[src/hw/rtl/vrp_pkg.sv]
// ----------------------------------------------------------------------------
// vrp_pkg: shared types, constants and functions
// Register indexes, fixed-point constants and the divider pipeline types used
// across the vertex transform pipeline.
// ----------------------------------------------------------------------------
package vrp_pkg;

   // Register indexes on the configuration port.
   localparam int unsigned VRP_NUM_CSR = 8;
   localparam logic [7:0] CSR_COS_Z   = 8'd0;
   localparam logic [7:0] CSR_SIN_Z   = 8'd1;
   localparam logic [7:0] CSR_COS_X   = 8'd2;
   localparam logic [7:0] CSR_SIN_X   = 8'd3;
   localparam logic [7:0] CSR_PROJ_XS = 8'd4;
   localparam logic [7:0] CSR_PROJ_YS = 8'd5;
   localparam logic [7:0] CSR_PROJ_ZS = 8'd6;
   localparam logic [7:0] CSR_PROJ_ZO = 8'd7;

   // Register reset values.
   localparam logic signed [15:0] RST_COS_Z   = 16'sd16384;
   localparam logic signed [15:0] RST_SIN_Z   = 16'sd0;
   localparam logic signed [15:0] RST_COS_X   = 16'sd16384;
   localparam logic signed [15:0] RST_SIN_X   = 16'sd0;
   localparam logic signed [15:0] RST_PROJ_XS = 16'sd4096;
   localparam logic signed [15:0] RST_PROJ_YS = 16'sd4096;
   localparam logic signed [15:0] RST_PROJ_ZS = 16'sd4096;
   localparam logic signed [15:0] RST_PROJ_ZO = -16'sd410;

   // Default screen size.
   localparam int unsigned DEF_SCREEN_WIDTH  = 128;
   localparam int unsigned DEF_SCREEN_HEIGHT = 128;

   // Divider shape: quotient bits and bits resolved per stage.
   localparam int unsigned DIV_BITS  = 32;
   localparam int unsigned DIV_STEPS = 4;
   localparam int unsigned DIV_STAGES = DIV_BITS / DIV_STEPS;

   // Number of parallel divide lanes (x, y, z).
   localparam int unsigned LANES = 3;

   // One divide lane: partial remainder and dividend/quotient shift word.
   typedef struct packed {
      logic [15:0] rem;
      logic [31:0] quo;
   } div_lane_type;

   // Sideband that travels alongside the divide lanes.
   typedef struct packed {
      logic [15:0]            divisor;
      logic [LANES-1:0]       neg;
      logic                   w_zero;
      logic [LANES-1:0][21:0] zero_val;
   } div_side_type;

   // Saturate a signed value to 16 bits.
   function automatic logic signed [15:0] sat16(input logic signed [63:0] v);
      logic signed [15:0] r;
      if (v > 64'sd32767) begin
         r = 16'sh7fff;
      end else if (v < -64'sd32768) begin
         r = 16'sh8000;
      end else begin
         r = v[15:0];
      end
      return r;
   endfunction

   // Round a Q6.26 sum to Q4.12 (add half, floor shift) and saturate.
   function automatic logic signed [15:0] rot_round(input logic signed [32:0] q);
      logic signed [33:0] t;
      logic signed [33:0] s;
      t = 34'(q) + 34'sd8192;
      s = t >>> 14;
      return sat16(64'(s));
   endfunction

endpackage

[src/hw/rtl/vrp_div_stage.sv]
// ----------------------------------------------------------------------------
// vrp_div_stage: one stage of the pipelined restoring divider
// Resolves DIV_STEPS quotient bits for each lane against a shared divisor.
// ----------------------------------------------------------------------------
module vrp_div_stage
   import vrp_pkg::*;
(
   input  logic                     clock,
   input  logic                     en,
   input  div_lane_type [LANES-1:0] lane_in,
   input  div_side_type             side_in,
   output div_lane_type [LANES-1:0] lane_out,
   output div_side_type             side_out
);

   div_lane_type [LANES-1:0] lane_ff, lane_nx;
   div_side_type side_ff;

   // Shift one dividend bit into the remainder, subtract when it fits.
   always_comb begin
      for (int k = 0; k < LANES; k++) begin
         logic [15:0] rem;
         logic [31:0] quo;
         logic [16:0] acc;
         rem = lane_in[k].rem;
         quo = lane_in[k].quo;
         for (int s = 0; s < DIV_STEPS; s++) begin
            acc = {rem, quo[31]};
            quo = {quo[30:0], 1'b0};
            if (acc >= {1'b0, side_in.divisor}) begin
               acc    = acc - {1'b0, side_in.divisor};
               quo[0] = 1'b1;
            end
            rem = acc[15:0];
         end
         lane_nx[k].rem = rem;
         lane_nx[k].quo = quo;
      end
   end

   always_ff @(posedge clock) begin
      if (en) begin
         lane_ff <= lane_nx;
         side_ff <= side_in;
      end
   end

   assign lane_out = lane_ff;
   assign side_out = side_ff;

endmodule

[config.mk]
export PLATFORM = sky130hd
export DESIGN_NAME = vrp_div_stage
export DESIGN_NICKNAME = d
export VERILOG_FILES = /design/src/hw/rtl/vrp_pkg.sv /design/src/hw/rtl/vrp_div_stage.sv
export SDC_FILE = /design/constraint.sdc
export NUM_CORES = 1
export LEC_CHECK = 0
export BUFFER_PORTS_ARGS = -buffer_cell sky130_fd_sc_hd__buf_4
export CORE_MARGIN = 1.5
export CORE_UTILIZATION = 25
export CTS_CLUSTER_DIAMETER = 150
export CTS_CLUSTER_SIZE = 20
export DETAILED_ROUTE_END_ITERATION = 12
export PLACE_DENSITY = 0.48
export SYNTH_ARGS = -nofsm -noshare
export SYNTH_HDL_FRONTEND = slang
export SYNTH_SLANG_ARGS = --single-unit
export TNS_END_PERCENT = 10
[constraint.sdc]
create_clock -name clock -period 26.4 [get_ports clock]
set_clock_uncertainty 0.1 [all_clocks]
set_input_delay 1.32 -clock clock [delete_from_list [all_inputs] [get_ports clock]]
set_output_delay 1.32 -clock clock [all_outputs]
set_load 0.01 [all_outputs]
# Word level (Yosys, flattened, before mapping)
# Index checks and enable logic that the tools add are counted.
[word_totals] input_bits=232 romBits=0 latch_bits=0 reg_bits=230 ram_bits=0 mem_count=0
[op_classes] shift=0 n_reduce_logical=0 n_lt_le_gt_ge=12 n_bitwise=0 n_mul=0 n_addsub=12 mux=24 div_mod_pow=0 eq_ne=0
[op_table] op="17-bit by 16-bit greater-or-equal comparator with 1-bit output" n=12
[op_table] op="16-bit two-way mux" n=12
[op_table] op="16-bit subtractor" n=12
[op_table] op="1-bit two-way mux" n=12

# Depth between registers and ports, before layout
# Gate-level depths: netlist of the first run.
[logic_depth] depth_word=8 depth_mapped=48 mapped_depth_nobuf=43

# Worst setup path before layout of the first run
# OpenSTA, ideal clock, no wires.
[synth_path] kind="input to register" startpoint="in side_in[71] (netlist name)" endpoint="reg lane_ff (netlist bit lane_out[134]), data pin" setup_slack_ps=15142 t_arrival_ps=10898 stages=47 required_ps=26040 setup_time_ps=260 path_buffers=5 path_cell_list="inv_1 > ha_1 > nor2b_1 > o31a_1 > o21ai_0 > a21oi_1 > nor2_2 > clkbuf_1 > buf_2 > nor2_1 > a21oi_1 > inv_1 > ha_1 > nor2b_1 > o31ai_1 > a21oi_1 > a221oi_1 > o21ai_1 > (+11 left out) > o21a_1 > nand2_1 > a2bb2oi_4 > buf_4 > mux2i_1 > ha_1 > nor2b_1 > o31a_1 > o31a_1 > o41a_1 > o21ai_1 > a21o_1 > a21oi_1 > or2_1 > mux2i_2 > inv_2 > buf_6 > mux2_4"
[synth_lines] item="from (decl)" line="vrp_div_stage.sv:11" text="input div_side_type side_in,"
[synth_lines] item="to (signal assigned)" line="vrp_div_stage.sv:43" text="lane_ff <= lane_nx;"
[synth_lines] item="to (decl)" line="vrp_div_stage.sv:16" text="div_lane_type [LANES-1:0] lane_ff, lane_nx;"

==> run metrics, run 1 <==
count of unresolved DRC violations after routing 0; worst-case headroom to the max-slew limit 20.96%; portion of the post-synthesis area used by sequential elements 38.14%; highest achievable clock rate 75.52 MHz; worst supply voltage drop on vdd 0.05939 mV; average cell area after synthesis 10.56 um2; most frequently used flop master after synthesis edfxtp_1; sum of net half-perimeters after detailed placement 54,230 um; routed len/inst 21.62 um; worst hold slack across all endpoints 0.8700 ns; Leak 9.922 nW; share of the synthesized area in the top cell type 38.14%; number of synthesized register bits 230; number of routed nets with antenna violations 0; setup bufs post-CTS 0; crit-path leading delay family compound AO/OA/AOI/OAI gates; type of the most critical hold path primary input to register; area share of and/or/nand/nor cells after synthesis 11.13%; drt first-iter violations 896; areal power density over the cells 125.9 mW/mm2; pin count of the biggest net entering global routing 90; worst-path cell with the longest stage delay a21o_1; Fillers 7,364; Post-synth ARST share 0%; element type at the critical path end register; global-route wire length before repair 97,840 um; cts-stage hold buffer count 0; IO Pins 462; delay contributed by the slowest stage of the critical path 0.76 ns; post-route non-filler standard cell count 3,142; number of antenna violations at the first check in global routing 8; Resize count post-CTS 0; number of nets produced by synthesis 2,151; number of distinct library cells after synthesis 84; Tot GR Track Use 17.49%; xor/xnor cell area share of the yosys netlist 6.626%; Non-Filler Cell Area, Final 0.02321 mm2; number of buffer and inverter stages on the critical path 5; main combinational cell family by area after synthesis compound AO/OA/AOI/OAI gates; clock transition at the registers of the reported paths 0.09 ns; setup repair after global routing missed its margin no; total number of vias 15,501; area delta synth->final 28.17%; total number of H-tree levels 1; Num CTS Buffers 15; shortest period the worst path allows 13.24 ns; required time of the critical path 26.58 ns; mux contribution to synthesized area 9.286%; share of layout cells above drive strength 1 29.94%; via count of the first global-routing pass 15,396; Post-Syn Instances 1,715; effective utilization at floorplan 25.29%; Synth Area in Compound Gates 17.60%; max cap viols 0; net total in the final layout 2,625; DIE WIDTH 272.1 um; placed cell count 3,122; number of port buffers 461; Yosys Warn Count 0; fin crit share 50.16%; clock tree from TritonCTS done; drt pass-1 iters 7; cell row count 98; Sum Neg Setup Slack 0 ns; cell chosen for the clock root clkbuf_16; hold violation count in the final report 0; endpoints failing setup 0; RD Place Congestion 0.8899; core footprint 0.07161 mm2; number of buffers on the longest clock path 3; adder-cell share of the synthesized area 14.59%; overall die height 272.1 um; critical path's most frequent cell ha_1; synthesized cell area 0.01811 mm2; Post-DP Area 0.02279 mm2; outcome finished clean; Die ar. 0.07406 mm2; EDFF count, synth 230; aggregate global routing overflow 0; Worst Max-Slew Pin Slew 1.186 ns; number of slew-limit violations in the final report 0; leading area contributor after synthesis edfxtp_1; largest cells by area after synthesis edfxtp_1 38%, ha_1 13%, mux2_2 5.5%, xnor2_1 4.7%, a21oi_1 3.3%; kind of critical path primary input to register; Routed WL 67,940 um; CTS Sinks 230; final core utilization 32.42%; data arrival time at the worst-slack endpoint 13.42 ns; launching element type of the critical path primary input; routed vias/inst 4.933; Max Fanout on Critical Path 28
==> final cells by class <==
cell class	count	area (um2)	area share, %
repair buffers	478	3596	15.49
clock buffers	15	375.4	1.617
clock inverters	4	48.80	0.2102
multi-input cells	1371	10750	46.29
well taps	950	1189	5.121
flip-flops and latches	230	6907	29.75
inverters	93	349.1	1.504
diodes	1	2.502	0.01078
==> report_power, final <==
group          switching, mW  internal (mW)  total (mW)
registers             0.0250          0.548       0.573
clock network          0.131          0.113       0.244
logic                   1.08           1.03        2.10
total                   1.23           1.69        2.92
==> flip-flops by register name, indices dropped and copies added (netlist names) <==
name / cells
lane_out: 144
side_out: 86
==> metal layers <==
| layer | wire length, um | GRT usage [%] | vias up |
|---|---|---|---|
| met5 | 87 | 0 | - |
| met2 | 32920 | 31.01 | 502 |
| met3 | 4011 | 3.306 | 84 |
| li1 | - | - | 7481 |
| met1 | 29640 | 21.95 | 7420 |
| met4 | 1277 | 3.670 | 14 |
==> Yosys cell counts (all sizes together), types with 36 or more instances <==
cell type  number
o21ai         100
xnor2          97
ha            192
mux2          115
inv            93
a21oi         121
xor2           40
nand2         114
nor2          107
a21o           48
o21a           36
edfxtp        230
nor3           37
==> cells by family after synthesis <==
kind of cell    after synthesis
xor+xnor                    137
simple gates                415
compound gates              472
flops                       230
mux                         143
buf+inv                     114
fa+ha+maj                   204
==> path summary, 6_finish.rpt <==
path | cells after the start | startpoint | endpoint
worst min-delay path | 1 | side_in[84] | side_out[84]
worst max-delay path | 42 | side_in[71] | lane_out[90]
==> metrics by stage <==
stage	setup WS [ns]	power, mW
final	13.16	2.921
after global routing	12.15	3.149
after CTS	13.08	2.952
after detailed placement	12.54	2.691
after global placement	12.82	2.672
after floorplan	15.14	2.153
==> layout by cell type (no fill, tap or decap), types with 24 or more instances in the layout <==
cell | Yosys | routed
xnor2_1 | 97 | 97
o21ai_0 | 94 | 94
buf_4 | 3 | 477
mux2_4 | 24 | 24
nor2_1 | 106 | 106
mux2i_1 | 26 | 26
ha_1 | 192 | 192
edfxtp_1 | 230 | 230
xor2_1 | 40 | 40
nand2_1 | 112 | 112
o21a_1 | 36 | 36
a21oi_1 | 120 | 120
inv_1 | 89 | 89
nor3_1 | 37 | 37
mux2_2 | 89 | 89
a21o_1 | 48 | 48
nand4_1 | 29 | 29
nand3_1 | 24 | 24
Power figures use the tool's default switching activity.
==> run 2, diff against run 1 <==
PLACE_DENSITY = 0.49   (was 0.48)
clock period = 10.7 ns   (was 26.4 ns; I/O delays follow)
==> run metrics, run 2 (synthesis results as in run 1) <==
pin count of the biggest net entering global routing 97 (+7.8%); number of slew-limit violations in the final report 0 (unchanged); shortest period the worst path allows 10.12 ns; endpoints failing setup 0 (unchanged); launching element type of the critical path primary input; commonest non-fill, non-tap cell in the layout buf_4; post-route non-filler standard cell count 3,476 (+11%); element type at the critical path end register; number of port buffers 461 (unchanged); Max Fanout on Critical Path 15 (-46%); worst-case headroom to the max-slew limit 34.79% (+14 points); total number of vias 16,680 (+7.6%); drt first-iter violations 916 (+2.2%); clock transition at the registers of the reported paths 0.09 ns (about the same); Num CTS Buffers 15 (unchanged); number of buffers on the longest clock path 3 (unchanged); number of antenna violations at the first check in global routing 6 (-2); highest achievable clock rate 98.85 MHz; fraction of met2 tracks used by global routing 31.78% (+0.77 points); routed len/inst 20.33 um (-6.0%); fin crit share 94.55%; via count of the first global-routing pass 16,734 (+8.7%); final core utilization 35.91% (+3.5 points); total number of H-tree levels 1 (unchanged); DIE WIDTH 272.1 um (unchanged); cell chosen for the clock root clkbuf_16; effective utilization at floorplan 25.29% (unchanged); aggregate global routing overflow 0 (unchanged); post-route worst setup slack 0.5833 ns (-12.58 ns); cell row count 98 (unchanged); setup bufs post-CTS 0 (unchanged); Tot GR Track Use 18.47% (+0.98 points); placed cell count 3,456 (+11%); worst hold slack across all endpoints 0.07746 ns (-0.7925 ns); max cap viols 0 (unchanged); net total in the final layout 2,959 (+13%); global-route wire length before repair 103,300 um (+5.5%); delay contributed by the slowest stage of the critical path 0.42 ns (-0.34 ns); clock tree from TritonCTS done; sum of net half-perimeters after detailed placement 58,570 um (+8.0%); cts-stage hold buffer count 0 (unchanged); data arrival time at the worst-slack endpoint 10.30 ns (-3.12 ns); required time of the critical path 10.88 ns (-15.70 ns); overall die height 272.1 um (unchanged); Sum Neg Setup Slack 0 ns (unchanged); areal power density over the cells 314.4 mW/mm2 (+150%); Fillers 7,170 (-2.6%); hold violation count in the final report 0 (unchanged); core footprint 0.07161 mm2 (unchanged); count of unresolved DRC violations after routing 0 (unchanged); CTS Sinks 230 (unchanged); most frequent cells in the layout 811 x buf_4, 230 x edfxtp_1, 192 x ha_1, 120 x a21oi_1, 112 x nand2_1; share of layout cells above drive strength 1 39.18% (+9.2 points); outcome finished clean; kind of critical path primary input to register; RD Place Congestion 0.9215 (+3.6%); IO Pins 462 (unchanged); area delta synth->final 41.99%; setup repair after global routing missed its margin no; worst-path cell with the longest stage delay a221oi_1; worst supply voltage drop on vdd 0.1615 mV (+170%); drt pass-1 iters 5 (-2); most utilized layer in the global route result met2; GR met1 Demand/Resource 23.31% (+1.4 points); type of the most critical hold path primary input to register; Worst Max-Slew Pin Slew 0.9782 ns (-0.2074 ns); Resize count post-CTS 0 (unchanged); number of routed nets with antenna violations 0 (unchanged); Die ar. 0.07406 mm2 (unchanged); routed vias/inst 4.799 (-2.7%); Leak 11.53 nW (+16%); Largest register FFs 144 (unchanged); pre-CTS setup slack 0.1028 ns (-12.44 ns); Routed WL 70,680 um (+4.0%); met3 track demand over resource in global routing 3.844% (+0.54 points)
run 2: cell count changes in the layout (fill, tap and decap cells not counted):
cell / previous run / this run
diode_2: 1 / 2
buf_4: 477 / 811
inv_6: 1 / 0
run 2: cell type report:
cell class                      count  area [um2]  area share [%]
Sequential cell                   230        6907           26.86
Timing Repair Buffer              812        6103           23.74
Inverter                           93       349.1           1.358
Antenna cell                        2       5.005         0.01946
Tap cell                          950        1189           4.623
Multi-Input combinational cell   1371       10750           41.79
Clock buffer                       15       375.4           1.460
Clock inverter                      3       40.04          0.1557
run 2: through the flow:
stage                     total power, mW  area [um2]
final                               8.085       25710
after CTS                           8.192       25710
after global placement              7.497       25290
after global routing                8.779       25710
after detailed placement            7.539       25290
after floorplan                     5.311       18110
run 2: worst paths after layout:
check              startpoint       endpoint  slack, ns  cells after the start
setup / recovery  side_in[82]  lane_out[142]       0.58                     45
hold / removal    side_in[44]   side_out[44]       0.08                      1
run 2: critical path: cells and delay by family:
family | cells | cell delay (ns)
AOI/OAI and AO/OA | 20 | 4.53
and+or+nand+nor | 9 | 1.47
buffers and inverters | 8 | 1.36
muxes | 4 | 1.25
adders and majority gates | 4 | 1.12
run 2: power breakdown:
group	leakage [nW]	internal (mW)	switching [mW]	total, mW
logic	9.07	3.31	2.77	6.08
clock network	0.207	0.278	0.316	0.594
registers	2.25	1.35	0.0582	1.41
run 2: per-layer routing:
layer,vias up,wire [um]
li1,8151,-
met2,564,33160
met3,92,4668
met1,7863,30740
met5,-,123
met4,10,1991
==> run 3, diff against run 2 <==
CORE_UTILIZATION = 50   (was 25)
CTS_BUF_LIST = sky130_fd_sc_hd__clkbuf_16   (was unset)
PLACE_DENSITY = 0.83   (was 0.49)
RECOVER_POWER = 25   (was unset)
==> run metrics, run 3 (synthesis results as in run 1) <==
Largest register FFs 144 (unchanged); Max Fanout on Critical Path 22 (+7); drt pass-1 iters 5 (unchanged); delay contributed by the slowest stage of the critical path 0.46 ns (+0.04 ns); total number of vias 16,083 (-3.6%); drt first-iter violations 1,342 (+47%); RD Place Congestion 0.9856 (+7.0%); required time of the critical path 10.85 ns (-0.03 ns); routed len/inst 21.22 um (+4.3%); areal power density over the cells 312.6 mW/mm2 (-0.57%); cts-stage hold buffer count 0 (unchanged); number of routed nets with antenna violations 0 (unchanged); most frequent cells in the layout 389 x buf_4, 230 x edfxtp_1, 192 x ha_1, 148 x clkbuf_4, 119 x a21oi_1; max cap viols 1 (+1); shortest period the worst path allows 10.06 ns (-0.05834 ns); Num CTS Buffers 15 (unchanged); share of layout cells above drive strength 1 31.50% (-7.7 points); post-route non-filler standard cell count 2,734 (-21%); setup repair after global routing missed its margin no; core footprint 0.03557 mm2 (-50%); overall die height 193.3 um (-29%); kind of critical path primary input to register; pin count of the biggest net entering global routing 97 (unchanged); effective utilization at floorplan 50.91% (+26 points); fin crit share 94.00% (-0.55 points); DIE WIDTH 193.3 um (-29%); net total in the final layout 2,707 (-8.5%); clock transition at the registers of the reported paths 0.08 ns (about the same); number of antenna violations at the first check in global routing 3 (-3); data arrival time at the worst-slack endpoint 10.21 ns (-0.09 ns); worst-case headroom to the max-slew limit -261.5% (-300 points); count of unresolved DRC violations after routing 0 (unchanged); number of slew-limit violations in the final report 97 (+97); number of buffers on the longest clock path 3 (unchanged); Sum Neg Setup Slack 0 ns (unchanged); number of port buffers 461 (unchanged); CTS Sinks 230 (unchanged); Routed WL 58,000 um (-18%); worst supply voltage drop on vdd 0.3228 mV (+100%); violated checks max-capacitance violations, max-slew violations; Tot GR Track Use 30.11% (+12 points); highest achievable clock rate 99.42 MHz (+0.58%); Fillers 2,922 (-59%); aggregate global routing overflow 0 (unchanged); Leak 10.19 nW (-12%); commonest non-fill, non-tap cell in the layout buf_4; placed cell count 2,715 (-21%); hold violation count in the final report 0 (unchanged); IO Pins 462 (unchanged); cell row count 69 (-30%); setup bufs post-CTS 0 (unchanged); area delta synth->final 27.68%; element type at the critical path end register; worst-path cell with the longest stage delay fa_1; cell chosen for the clock root clkbuf_16; type of the most critical hold path primary input to register; sum of net half-perimeters after detailed placement 46,970 um (-20%); outcome complete, but fails checks; total number of H-tree levels 1 (unchanged); Die ar. 0.03737 mm2 (-50%); clock tree from TritonCTS done; routed vias/inst 5.883 (+23%); endpoints failing setup 0 (unchanged); final core utilization 65.01% (+29 points); Worst Max-Slew Pin Slew 5.423 ns (+4.445 ns); launching element type of the critical path primary input; global-route wire length before repair 88,930 um (-14%); via count of the first global-routing pass 15,679 (-6.3%)
run 3: area by class of cell:
cell class                      instances  area, um2  share of cell area [%]
Multi-Input combinational cell       1371      10760                   46.54
Sequential cell                       230       6907                   29.87
Timing Repair Buffer                  560       4134                   17.88
Tap cell                              461      576.8                   2.495
Clock buffer                           15      375.4                   1.623
Inverter                               93      349.1                   1.510
Clock inverter                          1      11.26                 0.04870
Antenna cell                            3      7.507                 0.03247
run 3: worst paths after layout:
check                      end        start  slack (ns)  cells past startpoint
hold / removal    lane_out[63]  lane_in[59]        0.13                      1
setup / recovery  lane_out[46]  side_in[79]        0.64                     42
run 3: per-stage QoR:
step | setup slack [ns] | cell area (um2) | power [mW] | hold slack [ns]
after floorplan | 0.2267 | 18110 | 5.311 | 0.5339
after global placement | 0.4063 | 22800 | 6.478 | 0.6133
after detailed placement | 0.1477 | 22800 | 6.606 | 0.6143
after CTS | 0.6233 | 23190 | 7.200 | 0.08947
after global routing | 0.02287 | 23120 | 7.739 | 0.1052
final | 0.6416 | 23120 | 7.229 | 0.1311
run 3: worst max-delay path: cells and delay by family:
kind	cells	cell delay, ns
adder cells (fa/ha/maj)	4	1.46
AND/OR/NAND/NOR	9	1.48
XOR/XNOR	1	0.08
AO/OA/AOI/OAI	19	4.84
buffers and inverters	6	0.99
multiplexers	3	0.80
run 3: routing by layer:
metal / share of wire, % / wire length, um / GRT usage, % / vias to the layer above
met1: 42 / 24140 / 39.49 / 7690
met3: 7.3 / 4249 / 5.091 / 110
li1: - / - / - / 7628
met2: 48 / 27990 / 51.46 / 655
met4: 2.8 / 1627 / 7.895 / 0
met5: 0 / 0 / 0 / -
run 3: power by group:
part           switching, mW  leakage, nW  total, mW  internal (mW)
Clock                  0.300        0.191      0.554          0.254
Combinational           2.58         7.74       5.27           2.69
Sequential            0.0563         2.25       1.41           1.35
Total                   2.94         10.2       7.23           4.29
run 3: repair_timing:
action,4_1_cts,5_1_grt
hold endpoints to repair,0,0
resized for setup,0,3
endpoints found under the setup margin,0,17
